## config.mk

```make
export PLATFORM = sky130hd
export DESIGN_NAME = ppdfb_out
export DESIGN_NICKNAME = d
export VERILOG_FILES = /design/src/ppdfb_pkg.sv /design/src/ppdfb_out.sv
export SDC_FILE = /design/constraint.sdc
export NUM_CORES = 1
export LEC_CHECK = 0
export BUFFER_PORTS_ARGS = -buffer_cell sky130_fd_sc_hd__buf_4
export CAP_MARGIN = 30
export CORE_ASPECT_RATIO = 1.2
export CORE_MARGIN = 2
export CORE_UTILIZATION = 30
export DETAILED_ROUTE_END_ITERATION = 10
export MAX_ROUTING_LAYER = met4
export SYNTH_ARGS = -nofsm -noshare
export SYNTH_HDL_FRONTEND = slang
export SYNTH_SLANG_ARGS = --single-unit
```

## constraint.sdc

```tcl
create_clock -name clock -period 2.35 [get_ports clock]
set_input_delay 0.3525 -clock clock [delete_from_list [all_inputs] [get_ports clock]]
set_output_delay 0.3525 -clock clock [all_outputs]
set_load 0.02 [all_outputs]
```

## src/ppdfb_pkg.sv

```systemverilog
// shared types and constants of the palette pixel doubler
package ppdfb_pkg;

   localparam int PAL_BITS   = 8;
   localparam int BLEND_BITS = 16;
   localparam int COLOR_BITS = 16;
   localparam int OUT_ADDR_BITS = 18;
   localparam int CSR_DATA_BITS = 18;
   localparam int CSR_INDEX_BITS = 3;

   localparam logic [COLOR_BITS-1:0] BLEND_MASK = 16'hf7de;

   // item commands
   localparam logic [1:0] CMD_PIXEL    = 2'd0;
   localparam logic [1:0] CMD_PAL_WR   = 2'd1;
   localparam logic [1:0] CMD_BLEND_WR = 2'd2;

   // flicker modes
   localparam logic [1:0] MODE_OFF      = 2'd0;
   localparam logic [1:0] MODE_PHOSPHOR = 2'd1;
   localparam logic [1:0] MODE_AVERAGE  = 2'd2;
   localparam logic [1:0] MODE_SIMPLE   = 2'd3;

   // register indexes
   localparam logic [CSR_INDEX_BITS-1:0] CSR_FLICKER_MODE   = 3'd0;
   localparam logic [CSR_INDEX_BITS-1:0] CSR_PREVIOUS_VALID = 3'd1;
   localparam logic [CSR_INDEX_BITS-1:0] CSR_FRAME_WIDTH    = 3'd2;
   localparam logic [CSR_INDEX_BITS-1:0] CSR_FRAME_HEIGHT   = 3'd3;
   localparam logic [CSR_INDEX_BITS-1:0] CSR_LINE_PITCH     = 3'd4;
   localparam logic [CSR_INDEX_BITS-1:0] CSR_BASE_ADDRESS   = 3'd5;

   typedef struct packed {
      logic [8:0]  frame_width;
      logic [8:0]  frame_height;
      logic [11:0] line_pitch;
      logic [17:0] base_address;
   } geom_cfg_type;

   typedef struct packed {
      logic                  rd_en;
      logic                  pal_we;
      logic                  blend_we;
      logic [PAL_BITS-1:0]   pal_a_idx;
      logic [PAL_BITS-1:0]   cur;
      logic [PAL_BITS-1:0]   prev;
      logic [COLOR_BITS-1:0] color;
   } tbl_req_type;

   typedef struct packed {
      logic [COLOR_BITS-1:0] pal_a;
      logic [COLOR_BITS-1:0] pal_b;
      logic [COLOR_BITS-1:0] blend;
   } tbl_rd_type;

endpackage

```

## src/ppdfb_out.sv

```systemverilog
// read-wait stage, color select and the output buffer for the word pairs
module ppdfb_out #(
   parameter int ADDR_BITS = 18
) (
   input  logic                   clock,
   input  logic                   reset,
   input  logic                   pix_acc,
   input  logic [ADDR_BITS-1:0]   pix_addr,
   input  logic                   pix_frame_done,
   input  logic [1:0]             pix_mode,
   input  ppdfb_pkg::tbl_rd_type  rd,
   output logic                   hold,
   output logic                   rsp_valid,
   input  logic                   rsp_stall,
   output logic [ppdfb_pkg::OUT_ADDR_BITS-1:0] rsp_write_address,
   output logic [ppdfb_pkg::COLOR_BITS-1:0]    rsp_pixel_color,
   output logic                   rsp_last,
   output logic                   rsp_frame_end
);
   import ppdfb_pkg::*;

   // read-wait stage
   logic                 s1_valid_ff, s1_valid_in;
   logic [ADDR_BITS-1:0] s1_addr_ff;
   logic                 s1_frame_ff;
   logic [1:0]           s1_mode_ff;

   // output buffer
   logic                  ob_valid_ff, ob_valid_in;
   logic                  ob_last_ff, ob_last_in;
   logic [ADDR_BITS-1:0]  ob_addr_ff, ob_addr_in;
   logic [COLOR_BITS-1:0] ob_color_ff, ob_color_in;
   logic                  ob_frame_ff, ob_frame_in;

   logic                  rsp_acc;
   logic                  s1_move;
   logic [COLOR_BITS-1:0] mean;
   logic [COLOR_BITS-1:0] color;
   logic [ADDR_BITS+17:0] out_wide;

   assign rsp_acc = ob_valid_ff && !rsp_stall;
   assign s1_move = s1_valid_ff && (!ob_valid_ff || (ob_last_ff && rsp_acc));
   assign hold    = s1_valid_ff && !s1_move;

   assign mean = (((rd.pal_a ^ rd.pal_b) & BLEND_MASK) >> 1) + (rd.pal_a & rd.pal_b);

   always_comb begin
      case (s1_mode_ff)
         MODE_PHOSPHOR: color = rd.blend;
         MODE_AVERAGE:  color = mean;
         default:       color = rd.pal_a;
      endcase
   end

   assign s1_valid_in = pix_acc ? 1'b1 : (s1_move ? 1'b0 : s1_valid_ff);

   always_comb begin
      ob_valid_in = ob_valid_ff;
      ob_last_in  = ob_last_ff;
      ob_addr_in  = ob_addr_ff;
      ob_color_in = ob_color_ff;
      ob_frame_in = ob_frame_ff;
      if (s1_move) begin
         ob_valid_in = 1'b1;
         ob_last_in  = 1'b0;
         ob_addr_in  = s1_addr_ff;
         ob_color_in = color;
         ob_frame_in = s1_frame_ff;
      end else if (rsp_acc) begin
         if (!ob_last_ff) begin
            ob_last_in = 1'b1;
            ob_addr_in = ob_addr_ff + ADDR_BITS'(1);
         end else begin
            ob_valid_in = 1'b0;
         end
      end
   end

   always_ff @(posedge clock) begin
      if (reset) begin
         s1_valid_ff <= 1'b0;
         ob_valid_ff <= 1'b0;
         ob_last_ff  <= 1'b0;
      end else begin
         s1_valid_ff <= s1_valid_in;
         ob_valid_ff <= ob_valid_in;
         ob_last_ff  <= ob_last_in;
      end
   end

   always_ff @(posedge clock) begin
      if (pix_acc) begin
         s1_addr_ff  <= pix_addr;
         s1_frame_ff <= pix_frame_done;
         s1_mode_ff  <= pix_mode;
      end
      ob_addr_ff  <= ob_addr_in;
      ob_color_ff <= ob_color_in;
      ob_frame_ff <= ob_frame_in;
   end

   assign out_wide          = {18'd0, ob_addr_ff};
   assign rsp_valid         = ob_valid_ff;
   assign rsp_write_address = out_wide[OUT_ADDR_BITS-1:0];
   assign rsp_pixel_color   = ob_color_ff;
   assign rsp_last          = ob_last_ff;
   assign rsp_frame_end     = ob_frame_ff;

endmodule

```

==> results of run 1 <==
[cell families after synthesis]
kind of cell    share of synthesized area (%)
simple gates                             12.3
compound gates                           14.7
flops                                    51.1
fa+ha+maj                                11.2
xor+xnor                                 6.93
buf+inv                                  2.90
mux                                     0.917
[cell type report]
cell class | instances | area (um2)
clock buffers | 11 | 233
clock inverters | 5 | 20.0
fillers | 1055 | 6110
inverters | 14 | 52.6
multi-input cells | 231 | 1610
flip-flops and latches | 59 | 1740
well taps | 132 | 165
repair buffers | 148 | 1110
[path summary, 6_finish.rpt]
path | endpoint | slack, ns | cells past startpoint
setup / recovery | rsp_pixel_color[13]$_DFFE_PP_ | 0.11 | 10
hold / removal | s1_addr_ff[5]$_DFFE_PP_ | 0.20 | 1
hold reg to reg | rsp_frame_end$_DFFE_PP_ | 0.42 | 0
setup reg to reg | rsp_write_address[17]$_DFFE_PP_ | 0.40 | 6
[stage by stage]
step	setup slack [ns]	total power [mW]	area, um2
2_1_floorplan	0.0199	1.82	3440
3_3_place_gp	-0.192	2.19	4670
3_5_place_dp	-0.260	2.20	4670
4_1_cts	0.0794	3.33	4920
5_1_grt	-0.0388	3.48	4930
6_report	0.107	3.28	4930
[timing repair]
item / in CTS / in global routing
endpoints found under the setup margin: 0 / 6
gates resized for setup: 0 / 2
setup buffers: 0 / 0
hold endpoints to repair: 0 / 0
[worst max-delay path, delay by kind of cell]
kind	cells	cell delay, ns
buf+inv	2	0.28
compound gates	5	0.85
fa+ha+maj	2	0.66
xor+xnor	1	0.17
[power by group through the flow]
| stage | clock [mW] | sequential (mW) | combinational [mW] |
|---|---|---|---|
| finish | 1.10 | 1.35 | 0.837 |
| detailed placement | 0 | 1.37 | 0.835 |
| global route | 1.19 | 1.36 | 0.931 |
| floorplan | 0 | 1.43 | 0.384 |
| global placement | 0 | 1.36 | 0.829 |
| CTS | 1.14 | 1.35 | 0.841 |
[routing by layer]
metal	up-vias	routed length (um)	global-route usage [%]
met3	13	314	3.06
met2	67	4530	26.7
met1	1326	3380	16.3
li1	1461	-	-
met4	0	153	6.17
met5	-	0	-
[cells in the mapped netlist, types with 2 or more instances]
library cell   n
nor3_1         4
o21a_1         2
nor2_1        29
clkbuf_1      11
o21ai_0        8
a211o_1        2
dfxtp_1        3
nand3_1       10
nand2_1       30
a21oi_1       41
a221oi_1       5
nand4_1        4
nor3b_1        4
a22oi_1        2
xor2_1        17
and2_1         4
o221ai_1       6
edfxtp_1      56
a21o_1         4
mux2i_1        2
xnor2_1       10
inv_1         14
and3_1         4
ha_1          29
[flip-flops by register name (all words and copies together) (netlist names)]
signal and count:
rsp_write_address 18, s1_frame_ff 1, rsp_last 1, s1_addr_ff 18, s1_mode_ff 2, rsp_valid 1
rsp_pixel_color 16, s1_valid_ff 1, rsp_frame_end 1
==> results.md, run 1 <==
- Status: finished clean
- Core ar.: between 0.01 and 0.015 mm2
- I/O Pins: about 110
- Share of cells above drive strength 1: between 30% and 40%
- Hold Path Origin: pix_addr[5]
- Critical path data arrival time: 2.30 ns
- RD Place Congestion: 0.803
- Number of synthesized register bits: between 50 and 60
- IO buf count: 110
- # diodes: 0
- Crit-path cells: buf_4 > ha_1 > ha_1 > a211o_1 > a21oi_2 > o21ai_0 > buf_4 > a21oi_1 > xor2_1 > o221ai_1
- Mapped Area: around 0.0034 mm2
- Max-slew violations: 0
- Initial antenna violation count: 0
- Sequential share of the synthesized area: 51.1%
- Num CTS Buffers: 9
- Worst-Skew Late Latency: 0.32 ns
- PD cells: 666 mW/mm2
- Hold Crit Class: in -> reg
- Largest net degree at the start of global routing: 37
- Cts hold-fix bufs: 0
- Min Tclk post-route: 2.24 ns
- Unrepaired setup endpoints after global routing: true
- Net load switching power: 0.890 mW
- Post-DP HPWL: between 6000 and 7000 um
- Setup violators final: 0
- Routed len/inst: 14.0 um
- Pre-antenna DRT Iters: 4
- Clock Skew: approximately 0.0053 ns
- Critical path class: in -> reg
- Int Power: approximately 2.4 mW
- Layout Cells excl Fill: 600
- Final global-route overflow total: 0
- Library cells used by synthesis: 39
- Top post-synthesis cells by area: edfxtp_1, ha_1, a21oi_1
- CP Max Fanout: 5
- CTS Root Cell: clkbuf_16
- First-pass GRT wire length: 13900 um
- Total GRT Usage: 15.1%
- Post-Syn Instances: around 320
- Final Cycle Share: 95.4%
- Clock Path Buffers: 2
- Logic gate share of total power: about 26%
- Post-route DRC: 0
- Mean number of vias per cell: 4.78
- P&R area growth vs syn: 44.5%
- Critical path's slowest cell: ha_1
- Switching part of the total power: a little over a quarter
- Min Hold Slack: just over 0.2 ns
- Total Nets Final: 566
- CP startpoint kind: primary input
- Worst-Margin Slew: around 0.42 ns
- Die Span Y: about 120 um
- Syn. warnings: 0
- Max_cap viols: 0
- Number of H-tree levels: 3
- Clock-pin slew on the worst setup and hold paths: 0.05 ns
- Highest clock rate: 0.446 GHz
- Placed insts: 584
- Die area: 0.0122 mm2
- Slew headroom: 71.2%
- Synth area leader: edfxtp_1
- Syn_area_per_cell: between 10 and 15 um2
- Top FF cell, synth: edfxtp_1
- CP Capture Type: flip-flop
- Sequential share of power: about two fifths
- Most frequent cells in the layout: buf_4, edfxtp_1, a21oi_1
- TritonCTS Sinks: between 50 and 60
- EDFF count, synth: 56
- Vias in the first global route: ~2900
- Row count: between 40 and 50
- Yosys top cell area share: around 50%
- Maximum VDD drop: 0.307 mV
- Post-Route WL: about 8400 um
- Crit Reg-Reg Startpoint: rsp_write_address[2]$_DFFE_PP_
- Vias: 2867
- P_leak: about 2.1 nW
- Most common cell after layout, fill and taps aside: buf_4
- Final core utilization: between 40% and 50%
- Slowest Stage Delay on Critical Path: roughly 0.33 ns
- Clock power frac: 33.4%
- Hold Vio Cnt, Final: 0
- Die outline width: between 100 and 150 um
- CP Data Required Time: ~2.4 ns
- Post-DRT Antenna Nets: 0
- Iteration-0 DRC Markers: ~110
- Setup_tns: 0 ns
- CTS tree: done
- Initial Util: just over 30%
- Syn nets: 419
- Ys async rst share: 0%
- CP startpoint: rd[18]
Power figures use the tool's default switching activity.
==> inputs of run 2 (changes only) <==
--- a/config.mk
+++ b/config.mk
@@ -12,6 +12,9 @@
 export CORE_UTILIZATION = 30
 export DETAILED_ROUTE_END_ITERATION = 10
 export MAX_ROUTING_LAYER = met4
+export PLACE_DENSITY = 0.61
+export REMOVE_ABC_BUFFERS = 1
 export SYNTH_ARGS = -nofsm -noshare
 export SYNTH_HDL_FRONTEND = slang
 export SYNTH_SLANG_ARGS = --single-unit
+export TNS_END_PERCENT = 30
==> run 2 against run 1 <==
  * Die area unchanged
  * Clock power increased by 5%
  * Final area increased by 0.48%
  * Worst hold slack got worse by 0.0034 ns
  * Routed wire length increased by 6.5%
  * Clock skew increased by 0.0021 ns
  * Non-clock buffer count decreased by 1
  * Total power increased by 2.2%
  * Via count increased by 2.2%
  * Sequential power about the same
==> results.md, run 2 (synthesis gave the netlist of run 1 again) <==
- CTS Root Cell: clkbuf_16
- Final Cycle Share: 97.5% (+2.1 points)
- Die Span Y: 121 um (unchanged)
- Post-route DRC: 0 (unchanged)
- Total GRT Usage: 15.4% (+0.36 points)
- Post-DP HPWL: 6830 um (+1.9%)
- I/O Pins: 111 (unchanged)
- Largest net degree at the start of global routing: 30 (-19%)
- Worst-Margin Slew: 0.445 ns (+0.0237 ns)
- CP Max Fanout: 3 (-2)
- Clock Skew: 0.00741 ns (+0.00209 ns)
- Clock-pin slew on the worst setup and hold paths: 0.05 ns (about the same)
- Hold Vio Cnt, Final: 0 (unchanged)
- P_leak: 2.13 nW (about the same)
- Setup_tns: 0 ns (unchanged)
- Grt met1 use: 17.8% (+1.5 points)
- Met3 GRT Util: 2.95% (-0.12 points)
- Worst-Skew Late Latency: 0.33 ns (about the same)
- Initial Util: 30.9% (unchanged)
- Unrepaired setup endpoints after global routing: true
- Max-slew violations: 0 (unchanged)
- # diodes: 0 (unchanged)
- Core ar.: 0.0110 mm2 (unchanged)
- Critical path data arrival time: 2.35 ns (+0.05 ns)
- Status: finished clean
- Critical path class: in -> reg
- Met2 usage: 25.0% (-1.6 points)
- First-pass GRT wire length: 14100 um (+0.89%)
- P&R area growth vs syn: 45.2%
- Share of cells above drive strength 1: 36.0% (-0.14 points)
- Die outline width: 101 um (unchanged)
- Vias: 2929 (+2.2%)
- Min Hold Slack: 0.201 ns (-0.00339 ns)
- RD Place Congestion: 0.916 (+14%)
- Routed len/inst: 14.9 um (+6.7%)
- Max_cap viols: 0 (unchanged)
- CTS tree: done
- GR peak layer: met2
- Most frequent cells in the layout: buf_4, edfxtp_1, a21oi_1
- Num CTS Buffers: 9 (unchanged)
- Die area: 0.0122 mm2 (unchanged)
- Place WS: -0.543 ns (-0.283 ns)
- CP startpoint kind: primary input
- Total Nets Final: 565 (-0.18%)
- Final setup margin: 0.0585 ns (-0.0486 ns)
- Slew headroom: 70.1% (-1.1 points)
- Post-DRT Antenna Nets: 0 (unchanged)
- Initial antenna violation count: 0 (unchanged)
- Post-Route WL: 8930 um (+6.5%)
- Min Tclk post-route: 2.29 ns (+0.0486 ns)
- Row count: 42 (unchanged)
- Pwr Total: 3.36 mW (+2.2%)
- Cts hold-fix bufs: 0 (unchanged)
- Highest clock rate: 0.436 GHz (-2.1%)
- Most common cell after layout, fill and taps aside: buf_4
- Vias in the first global route: 2976 (+1.8%)
- TritonCTS Sinks: 59 (unchanged)
- Mean number of vias per cell: 4.89 (+2.3%)
- IO buf count: 110 (unchanged)
- Number of H-tree levels: 3 (unchanged)
- Hold Crit Class: in -> reg
- Iteration-0 DRC Markers: 111 (+5.7%)
- Setup violators final: 0 (unchanged)
- PD cells: 678 mW/mm2 (+1.7%)
- Final core utilization: 44.9% (+0.22 points)
- Clock Path Buffers: 2 (unchanged)
- Maximum VDD drop: 0.386 mV (+25%)
- CP Capture Type: flip-flop
- Pre-antenna DRT Iters: 5 (+1)
- Final global-route overflow total: 0 (unchanged)
- CP Data Required Time: 2.40 ns (about the same)
run 2: layer usage:
metal,vias to the layer above,share of wire [%]
met2,84,49
met4,0,3.4
met5,-,0
met1,1357,43
met3,23,4.5
li1,1465,-
run 2: worst max-delay path, stage by stage:
cell	delay [ns]
buf_4	0.12
ha_4	0.24
ha_4	0.16
fa_2	0.38
a21oi_2	0.14
o21ai_2	0.09
a311oi_2	0.30
buf_4	0.17
o21ai_1	0.08
xnor2_1	0.17
o221ai_1	0.14
run 2: stage by stage:
stage | area, um2 | cells
final | 4950 | 599
after CTS | 4940 | 598
after global routing | 4950 | 599
after floorplan | 3360 | 304
after global placement | 4630 | 581
after detailed placement | 4630 | 581
run 2: area by class of cell:
type,instances,area [um2]
Tap cell,132,165
Clock buffer,16,262
Timing Repair Buffer,147,1120
Fill cell,1059,6080
Inverter,14,52.6
Multi-Input combinational cell,231,1620
Sequential cell,59,1740
run 2: worst paths after layout:
path                                    to               startpoint  slack (ns)  cells after the start
min                s1_addr_ff[7]$_DFFE_PP_              pix_addr[7]        0.20                      1
max reg2reg   rsp_pixel_color[9]$_DFFE_PP_  s1_mode_ff[1]$_DFFE_PP_        0.46                      5
max          rsp_pixel_color[14]$_DFFE_PP_                   rd[17]        0.06                     11
min reg2reg        rsp_frame_end$_DFFE_PP_    s1_frame_ff$_DFFE_PP_        0.43                      0
run 2: repair_timing:
action	CTS	global route
buffers inserted	1	1
gates resized for setup	7	2
setup endpoints to repair	3	6
pin swaps	5	4
cloned	0	0
run 2: where the power goes:
part / switching [mW] / internal [mW]
logic: 0.433 / 0.420
registers: 0.0623 / 1.29
clock network: 0.413 / 0.742
