### config.mk
export PLATFORM = sky130hd
export DESIGN_NAME = ppdfb_addr
export DESIGN_NICKNAME = d
export VERILOG_FILES = /design/src/ppdfb_pkg.sv /design/src/ppdfb_addr.sv
export SDC_FILE = /design/constraint.sdc
export NUM_CORES = 1
export LEC_CHECK = 0
export ABC_AREA = 1
export BUFFER_PORTS_ARGS = -buffer_cell sky130_fd_sc_hd__buf_2
export CAP_MARGIN = 10
export CORE_MARGIN = 2
export CORE_UTILIZATION = 50
export CTS_CLUSTER_DIAMETER = 30
export DETAILED_ROUTE_END_ITERATION = 10
export PLACE_DENSITY_LB_ADDON = 0.25
export REMOVE_ABC_BUFFERS = 1
export SLEW_MARGIN = 0
export SYNTH_ARGS = -nofsm -noshare
export SYNTH_HDL_FRONTEND = slang
export SYNTH_SLANG_ARGS = --single-unit
### constraint.sdc
create_clock -name clock -period 5.2 [get_ports clock]
set_clock_uncertainty 0.1 [all_clocks]
set_input_delay 0.26 -clock clock [delete_from_list [all_inputs] [get_ports clock]]
set_output_delay 0.26 -clock clock [all_outputs]
set_load 0.03 [all_outputs]
### src/ppdfb_pkg.sv
// shared types and constants of the palette pixel doubler
package ppdfb_pkg;

   localparam int PAL_BITS   = 8;
   localparam int BLEND_BITS = 16;
   localparam int COLOR_BITS = 16;
   localparam int OUT_ADDR_BITS = 18;
   localparam int CSR_DATA_BITS = 18;
   localparam int CSR_INDEX_BITS = 3;

   localparam logic [COLOR_BITS-1:0] BLEND_MASK = 16'hf7de;

   // item commands
   localparam logic [1:0] CMD_PIXEL    = 2'd0;
   localparam logic [1:0] CMD_PAL_WR   = 2'd1;
   localparam logic [1:0] CMD_BLEND_WR = 2'd2;

   // flicker modes
   localparam logic [1:0] MODE_OFF      = 2'd0;
   localparam logic [1:0] MODE_PHOSPHOR = 2'd1;
   localparam logic [1:0] MODE_AVERAGE  = 2'd2;
   localparam logic [1:0] MODE_SIMPLE   = 2'd3;

   // register indexes
   localparam logic [CSR_INDEX_BITS-1:0] CSR_FLICKER_MODE   = 3'd0;
   localparam logic [CSR_INDEX_BITS-1:0] CSR_PREVIOUS_VALID = 3'd1;
   localparam logic [CSR_INDEX_BITS-1:0] CSR_FRAME_WIDTH    = 3'd2;
   localparam logic [CSR_INDEX_BITS-1:0] CSR_FRAME_HEIGHT   = 3'd3;
   localparam logic [CSR_INDEX_BITS-1:0] CSR_LINE_PITCH     = 3'd4;
   localparam logic [CSR_INDEX_BITS-1:0] CSR_BASE_ADDRESS   = 3'd5;

   typedef struct packed {
      logic [8:0]  frame_width;
      logic [8:0]  frame_height;
      logic [11:0] line_pitch;
      logic [17:0] base_address;
   } geom_cfg_type;

   typedef struct packed {
      logic                  rd_en;
      logic                  pal_we;
      logic                  blend_we;
      logic [PAL_BITS-1:0]   pal_a_idx;
      logic [PAL_BITS-1:0]   cur;
      logic [PAL_BITS-1:0]   prev;
      logic [COLOR_BITS-1:0] color;
   } tbl_req_type;

   typedef struct packed {
      logic [COLOR_BITS-1:0] pal_a;
      logic [COLOR_BITS-1:0] pal_b;
      logic [COLOR_BITS-1:0] blend;
   } tbl_rd_type;

endpackage

### src/ppdfb_addr.sv
// column, row and line start counters that form the output address
module ppdfb_addr #(
   parameter int ADDR_BITS = 18
) (
   input  logic                    clock,
   input  logic                    reset,
   input  logic                    step,
   input  ppdfb_pkg::geom_cfg_type cfg,
   output logic [ADDR_BITS-1:0]    addr,
   output logic                    frame_done
);
   import ppdfb_pkg::*;

   logic [7:0]           col_ff, col_in;
   logic [7:0]           row_ff, row_in;
   logic [ADDR_BITS-1:0] row_start_ff, row_start_in;

   logic [ADDR_BITS+17:0] base_wide;
   logic [ADDR_BITS-1:0]  base_a;
   logic [ADDR_BITS-1:0]  row_start_eff;
   logic [8:0]            width_c, height_c;
   logic [8:0]            col_next, row_next;
   logic                  line_end;

   assign base_wide = {{ADDR_BITS{1'b0}}, cfg.base_address};
   assign base_a    = base_wide[ADDR_BITS-1:0];

   // sizes of zero act as one, above 256 as 256
   always_comb begin
      width_c  = (cfg.frame_width == 9'd0) ? 9'd1 :
                 (cfg.frame_width > 9'd256) ? 9'd256 : cfg.frame_width;
      height_c = (cfg.frame_height == 9'd0) ? 9'd1 :
                 (cfg.frame_height > 9'd256) ? 9'd256 : cfg.frame_height;
   end

   // the frame start picks up the base in force now
   assign row_start_eff = (col_ff == 8'd0 && row_ff == 8'd0) ? base_a : row_start_ff;
   assign addr          = row_start_eff + ADDR_BITS'({col_ff, 1'b0});

   assign col_next   = {1'b0, col_ff} + 9'd1;
   assign row_next   = {1'b0, row_ff} + 9'd1;
   assign line_end   = col_next >= width_c;
   assign frame_done = line_end && (row_next >= height_c);

   always_comb begin
      col_in       = col_ff;
      row_in       = row_ff;
      row_start_in = row_start_ff;
      if (step) begin
         if (!line_end) begin
            col_in       = col_next[7:0];
            // keep the line start that this pixel used
            row_start_in = row_start_eff;
         end else begin
            col_in = 8'd0;
            if (frame_done) begin
               row_in       = 8'd0;
               row_start_in = base_a;
            end else begin
               row_in       = row_next[7:0];
               row_start_in = row_start_eff + ADDR_BITS'(cfg.line_pitch);
            end
         end
      end
   end

   always_ff @(posedge clock) begin
      if (reset) begin
         col_ff       <= '0;
         row_ff       <= '0;
         row_start_ff <= '0;
      end else begin
         col_ff       <= col_in;
         row_ff       <= row_in;
         row_start_ff <= row_start_in;
      end
   end

endmodule

==> results of run 1 <==
[stage by stage]
step	cell area (sq um)	setup slack [ns]	std cells	total power [mW]	hold WS (ns)
4_1_cts	4480	0.588	821	1.10	0.199
2_1_floorplan	3900	1.46	640	0.731	0.229
5_1_grt	4480	0.203	821	1.19	0.218
3_3_place_gp	4390	1.08	813	0.881	0.364
3_5_place_dp	4390	0.912	813	0.888	0.367
6_report	4480	0.598	821	1.10	0.198
[worst max-delay path by stage]
stage	cells after the start	slack, ns	to	from
5_1_grt	25	0.20	addr[17]	col_ff[1]$_SDFFE_PP0P_
3_5_place_dp	25	0.91	addr[17]	col_ff[1]$_SDFFE_PP0P_
6_report	25	0.60	addr[17]	col_ff[1]$_SDFFE_PP0P_
3_3_place_gp	25	1.08	addr[15]	col_ff[1]$_SDFFE_PP0P_
4_1_cts	25	0.59	addr[17]	col_ff[1]$_SDFFE_PP0P_
2_1_floorplan	24	1.46	addr[17]	col_ff[1]$_SDFFE_PP0P_
[sequential cells by signal, summed over array words and instances, names as in the netlist]
signal and count:
col_ff 8, row_start_ff 18, row_ff 8
[kinds of logic (layout without fill, tap and decap cells)]
family / count (synthesis) / after routing / synth area share [%]
and+or+nand+nor: 359 / 359 / 38.7
AOI/OAI and AO/OA: 97 / 97 / 14.0
buffers and inverters: 90 / 155 / 9.50
adders and majority gates: 44 / 44 / 14.2
DFF: 34 / 34 / 17.1
xor gates and xnor gates: 30 / 30 / 6.59
[per-layer routing]
| metal | part of all wire [%] | routed length, microns | up-vias |
|---|---|---|---|
| met5 | 0 | 0 | - |
| met4 | 2.1 | 233 | 0 |
| met3 | 4.9 | 545 | 20 |
| met2 | 48 | 5260 | 113 |
| met1 | 45 | 5020 | 1984 |
| li1 | - | - | 2247 |
[where the power goes]
| group | switching [mW] | internal [mW] | total, mW | leakage, nW |
|---|---|---|---|---|
| logic | 0.395 | 0.203 | 0.598 | 2.03 |
| registers | 0.0117 | 0.278 | 0.290 | 0.277 |
| clock network | 0.109 | 0.107 | 0.215 | 0.0472 |
| total | 0.515 | 0.588 | 1.10 | 2.35 |
[critical path, cell delays in order (launching register included)]
cell      delay [ns]
dfxtp_1         0.34
inv_1           0.13
ha_1            0.21
nand2_1         0.06
inv_1           0.05
nand2_1         0.10
nor2_4          0.14
nand2_4         0.13
clkinv_4        0.15
nor2_1          0.06
nor2_1          0.24
ha_1            0.23
inv_1           0.06
fa_1            0.40
nor2_1          0.16
nand2_1         0.07
nor2_1          0.14
nor2_1          0.07
nor2_1          0.13
a21boi_0        0.27
nor2_4          0.18
nand2_2         0.08
nor2_4          0.11
nand2_1         0.08
xor2_1          0.15
buf_2           0.22
[cell usage in the layout, fill, tap and decap left out, types with 2 or more instances in the layout]
cell type / netlist / routed
buf_4: 1 / 2
nor3_1: 7 / 7
nor2_1: 69 / 69
nand2_1: 204 / 204
nor2_4: 6 / 6
dfxtp_1: 34 / 34
nor4_1: 2 / 2
nor2_2: 6 / 6
a31oi_1: 5 / 5
xor2_1: 20 / 20
nand2_2: 6 / 6
inv_2: 2 / 2
o211ai_1: 3 / 3
fa_1: 2 / 2
buf_2: 1 / 69
clkbuf_8: 0 / 6
or2_2: 2 / 2
o21a_1: 2 / 2
nand4_1: 6 / 6
a21o_1: 2 / 2
a21boi_0: 3 / 3
o21bai_1: 5 / 5
a21oi_1: 44 / 44
inv_1: 73 / 73
xnor2_1: 10 / 10
o21ai_0: 26 / 26
nand3_1: 44 / 44
ha_1: 42 / 42
nand3b_1: 3 / 3
a22oi_1: 3 / 3
[area by class of cell]
| cell class | instances | area (sq um) | area share (%) |
|---|---|---|---|
| tap | 102 | 128 | 2.85 |
| sequential | 34 | 681 | 15.2 |
| clock buffer | 6 | 82.6 | 1.84 |
| multi-input combinational | 530 | 2930 | 65.3 |
| timing repair buffer | 71 | 360 | 8.04 |
| inverter | 76 | 290 | 6.48 |
| clock inverter | 2 | 12.5 | 0.279 |
==> flow_summary.ini, run 1 <==
[sta]
final_period_utilization_pct = 88.5
worst_pin_slew_ns = 1.03
max_freq_mhz = 217
report.final.setup_viol = 0
timing.final.max_slew_violations = 0
hold_vio_cnt_final = 0
layout_min_cycle_time_ns = 4.60
worst_slew_margin_rel_pct = 31.6
fin_setup_tns_ns = 0
grt_setup_unrepaired = false

[grt]
vias_in_the_first_global_route = 4052
globalRouteMet2Util_pct = 45.6
maximum_number_of_pins_on_one_net_before_global_route_repair = 30
antenna_found_initial = 0
grt.total_usage_pct = 26.4
overflow = 0
busiest_layer = met2
grt_first_pass_wirelength_mm = 18.5
grt_util_met3_pct = 3.06
globalRouteMet1Util_pct = 34.3

[placement]
port-buffer-count = 69
dp_hpwl_mm = 8.97
place.gp.congestion = 0.908

[route]
detail_route.wl_per_cell_microns = 13.5
vias_per_cell = 5.32
drcViolationCount = 0
detail-route-antenna-nets = 0
drtIter0Drc = 240
overall_via_count_from_detail_route = 4364
tritonroute_pass_1_iters = 5
drt-total-wl_mm = 11.1

[setup_path]
startpoint_class = register
worst_setup_path_end_kind = output port
type_of_the_setup_path_with_the_least_slack = reg -> out
worst_case_register_to_register_setup_slack_ns = 1.38
crit_path_max_fanout = 11
rr_endpoint = row_start_ff[12]$_SDFFE_PP0P_
worst_r2r_path_depth = 21
beginning_of_the_worst_register_to_register_path = col_ff[1]$_SDFFE_PP0P_
critical_path_data_arrival_time_ns = 4.24
cp.required_ns = 4.84

[cells_and_area]
n_fill_cell = 780
area_delta_synth_final_pct = 12.4
finish.net_count = 813
insertedDiodeCount = 0
final_util_pct = 58.0
fraction_of_layout_cells_with_a_size_suffix_above_1_pct = 14.6

[yosys]
synth_top_area_cell = nand2_1
synth_cell_types = 41
netlist_top_cells_area = nand2_1 (19%), dfxtp_1 (17%), ha_1 (13%), inv_1 (6.9%), nor2_1 (6.5%)
edff_count_synth = 0
netlist_area_sq_um = 3990
synthCells = 654
share_of_flip_flops_with_an_asynchronous_set_or_reset_after_synthesis_pct = 0
synth_most_common_cell = nand2_1
synth_largest_type_area_fraction_pct = 19.2
synth_sequential_area_ratio_pct = 17.1
yosys_register_bits = 34
synth_area_per_cell_sq_um = 6.10
ys.flop_type = dfxtp_1
netlist_top_cells_count = nand2_1 (204), inv_1 (73), nor2_1 (69), a21oi_1 (44), nand3_1 (44)
ys_warn_count = 0

[worst_hold_path]
min_to = col_ff[0]$_SDFFE_PP0P_
hold_class = in -> reg
hold_depth = 3
hold_path.startpoint = step

[cts]
clockRootBuffer = clkbuf_8
cts_resized = 0
cts_buffers = 5
clockBufferDepth = 2
cts_hold_buf = 0
cts_setup_buffers = 0
cts_tree = built
clk-insertion-delay-late_ns = 0.29
h_tree_level_count = 2
cts.clk_slew.worst_paths_ns = 0.07
cts.sink_count = 34

[power_and_ir_drop]
vdd_ir_drop_max_mv = 0.106
total_power_divided_by_cell_area_nw_per_um2 = 246
p_leak_nw = 2.35

[floorplanning]
floorplan.initialDensity_pct = 51.6
design.portCount = 70
fp-row-count = 32
core_footprint_sq_um = 7730
floorplan.die_area_sq_um = 8710
die_height_microns = 93.3
die_width_microns = 93.3

[job]
timing.max_cap.violations = 0

[status]
run_status = finished clean
Power figures use the tool's default switching activity.
==> inputs of run 2 (changes only) <==
--- a/config.mk
+++ b/config.mk
@@ -5,7 +5,6 @@
 export SDC_FILE = /design/constraint.sdc
 export NUM_CORES = 1
 export LEC_CHECK = 0
-export ABC_AREA = 1
 export BUFFER_PORTS_ARGS = -buffer_cell sky130_fd_sc_hd__buf_2
 export CAP_MARGIN = 10
 export CORE_MARGIN = 2
==> run 2 against run 1 <==
Die area shrank 6.0%. Critical path depth is 9 lower. Fmax rose by 2.3%. Synthesized cell count fell by 24%. Non-clock buffer count grew 2. Combinational power fell by 26%. Core utilization up 0.62 points. Highest routed layer unchanged.
==> flow_summary.ini, run 2 <==
[setup_path]
crit_path_max_fanout = 26
cp.required_ns = 4.84
crit_path_max_incr_delay_ns = 0.41
cp_cell_sequence = inv_1 > ha_1 > nor4b_2 > nand4_1 > buf_4 > mux2_1 > ha_1 > nor2b_1 > o21ai_0 > a21boi_0 > o21ai_0 > a21oi_1 > nor2_1 > nor3_1 > xnor2_1 > buf_2
startpoint_class = register
cpMaxStageDelayCell = buf_4
type_of_the_setup_path_with_the_least_slack = reg -> out
worst_setup_path_end_kind = output port
critical_path_data_arrival_time_ns = 4.14

[cts]
clockBufferDepth = 2
cts.sink_count = 34
cts.clk_slew.worst_paths_ns = 0.08
cts_buffers = 5
cts_resized = 0
clk-insertion-delay-late_ns = 0.29
h_tree_level_count = 2
clockRootBuffer = clkbuf_8
cts_hold_buf = 0
cts_tree = built
cts_setup_buffers = 0

[sta]
worst_pin_slew_ns = 1.10
fin_setup_tns_ns = 0
final_period_utilization_pct = 86.5
worst_slew_margin_rel_pct = 26.6
hold_vio_cnt_final = 0
timing.final.max_slew_violations = 0
report.final.setup_viol = 0
layout_min_cycle_time_ns = 4.50
max_freq_mhz = 222
grt_setup_unrepaired = false

[placement]
port-buffer-count = 69
place.gp.congestion = 0.895
detailed_place.area_sq_um = 4160
dp_hpwl_mm = 7.84

[grt]
grt_first_pass_wirelength_mm = 17.2
grt_util_met3_pct = 2.84
globalRouteMet1Util_pct = 32.2
vias_in_the_first_global_route = 3757
grt.total_usage_pct = 25.1
antenna_found_initial = 0
overflow = 0
maximum_number_of_pins_on_one_net_before_global_route_repair = 34
busiest_layer = met2
globalRouteMet2Util_pct = 44.8

[floorplanning]
design.portCount = 70
core_footprint_sq_um = 7250
die_height_microns = 90.5
floorplan.initialDensity_pct = 51.5
floorplan.die_area_sq_um = 8180
fp-row-count = 31
die_width_microns = 90.5

[power_and_ir_drop]
vdd_ir_drop_max_mv = 0.146
p_leak_nw = 1.97
total_power_divided_by_cell_area_nw_per_um2 = 222

[yosys]
netlist_top_cells_count = nand2_1 (61), a21oi_1 (45), nor2_1 (45), ha_1 (42), dfxtp_1 (34)
share_of_flip_flops_with_an_asynchronous_set_or_reset_after_synthesis_pct = 0
synth_largest_type_area_fraction_pct = 18.2
synth_sequential_area_ratio_pct = 18.2
synth_cell_types = 61
edff_count_synth = 0
netlist_area_sq_um = 3740
synth_most_common_cell = nand2_1
ys.flop_type = dfxtp_1
ys_warn_count = 0
synthCells = 495
synth_area_per_cell_sq_um = 7.55
yosys_register_bits = 34
netlist_top_cells_area = dfxtp_1 (18%), ha_1 (14%), nand2_1 (6.1%), a21oi_1 (6.0%), nor2_1 (4.5%)
synth_top_area_cell = dfxtp_1

[route]
tritonroute_pass_1_iters = 5
detail_route.wl_per_cell_microns = 15.6
drcViolationCount = 0
vias_per_cell = 5.93
overall_via_count_from_detail_route = 3899
drt-total-wl_mm = 10.3
detail-route-antenna-nets = 0
drtIter0Drc = 251

[cells_and_area]
finish.net_count = 653
area_delta_synth_final_pct = 13.8
final_util_pct = 58.6
footprint_of_the_multi_input_gates_sq_um = 2880
n_fill_cell = 724
top_register = row_start_ff
layout_commonest_cell = buf_2
largest_reg_flops = 18
insertedDiodeCount = 0
layout.cells.most_common_list = buf_2 (69), nand2_1 (61), nor2_1 (45), a21oi_1 (45), ha_1 (42)
final_cell_area_sq_um = 4250
register_area_sq_um = 681
top_regs = row_start_ff x18, col_ff x8, row_ff x8
fraction_of_layout_cells_with_a_size_suffix_above_1_pct = 16.8

[status]
run_status = finished clean

[job]
timing.max_cap.violations = 0

[worst_hold_path]
hold_class = in -> reg
==> run 2: worst max-delay path, delay by kind of cell (launching register included) <==
kind / cells / cell delay, ns
DFF: 1 / 0.40
muxes: 1 / 0.41
buffers and inverters: 3 / 0.73
AOI/OAI and AO/OA: 4 / 0.73
adders and majority gates: 2 / 0.55
xor gates and xnor gates: 1 / 0.15
and+or+nand+nor: 5 / 0.85
==> run 2: kinds of logic (layout without fill, tap and decap cells) <==
logic type	Yosys count	in the layout	share of synthesized area, %
AND/OR/NAND/NOR	179	179	23.3
AO/OA/AOI/OAI	142	142	24.9
adder cells (fa/ha/maj)	44	44	15.1
buffers and inverters	42	106	4.65
flip-flops	34	34	18.2
XOR/XNOR	32	32	7.50
multiplexers	22	22	6.36
==> run 2: per-stage QoR <==
stage / total power [mW] / cells / hold slack [ns] / setup slack, ns
2_1_floorplan: 0.611 / 478 / 0.229 / 0.480
3_3_place_gp: 0.720 / 650 / 0.351 / 1.08
3_5_place_dp: 0.731 / 650 / 0.355 / 1.00
4_1_cts: 0.942 / 658 / 0.142 / 0.697
5_1_grt: 1.00 / 658 / 0.147 / 0.403
6_report: 0.944 / 658 / 0.144 / 0.704
==> run 2: final cells by class <==
| cell class | count | area share [%] |
|---|---|---|
| Multi-Input combinational cell | 419 | 67.8 |
| Tap cell | 99 | 2.91 |
| Clock inverter | 2 | 0.294 |
| Timing Repair Buffer | 73 | 8.83 |
| Sequential cell | 34 | 16.0 |
| Inverter | 25 | 2.21 |
| Clock buffer | 6 | 1.94 |
==> run 2: where the power goes <==
part	total (mW)	internal [mW]	switching, mW
logic	0.444	0.173	0.272
registers	0.286	0.274	0.0112
clock network	0.214	0.107	0.107
==> run 2: path summary, 6_finish.rpt <==
path                                       from                             to  slack, ns  cells past startpoint
hold / removal                          cfg[11]  row_start_ff[11]$_SDFFE_PP0P_       0.14                      3
setup reg to reg         col_ff[0]$_SDFFE_PP0P_  row_start_ff[17]$_SDFFE_PP0P_       0.95                     15
setup / recovery         col_ff[0]$_SDFFE_PP0P_                       addr[11]       0.70                     16
hold reg to reg   row_start_ff[17]$_SDFFE_PP0P_  row_start_ff[17]$_SDFFE_PP0P_       0.37                      1
==> run 2: routing by layer <==
layer,vias up,wire [microns]
met4,0,113
met2,135,4990
met1,1824,4660
met5,-,0
li1,1928,-
met3,12,496
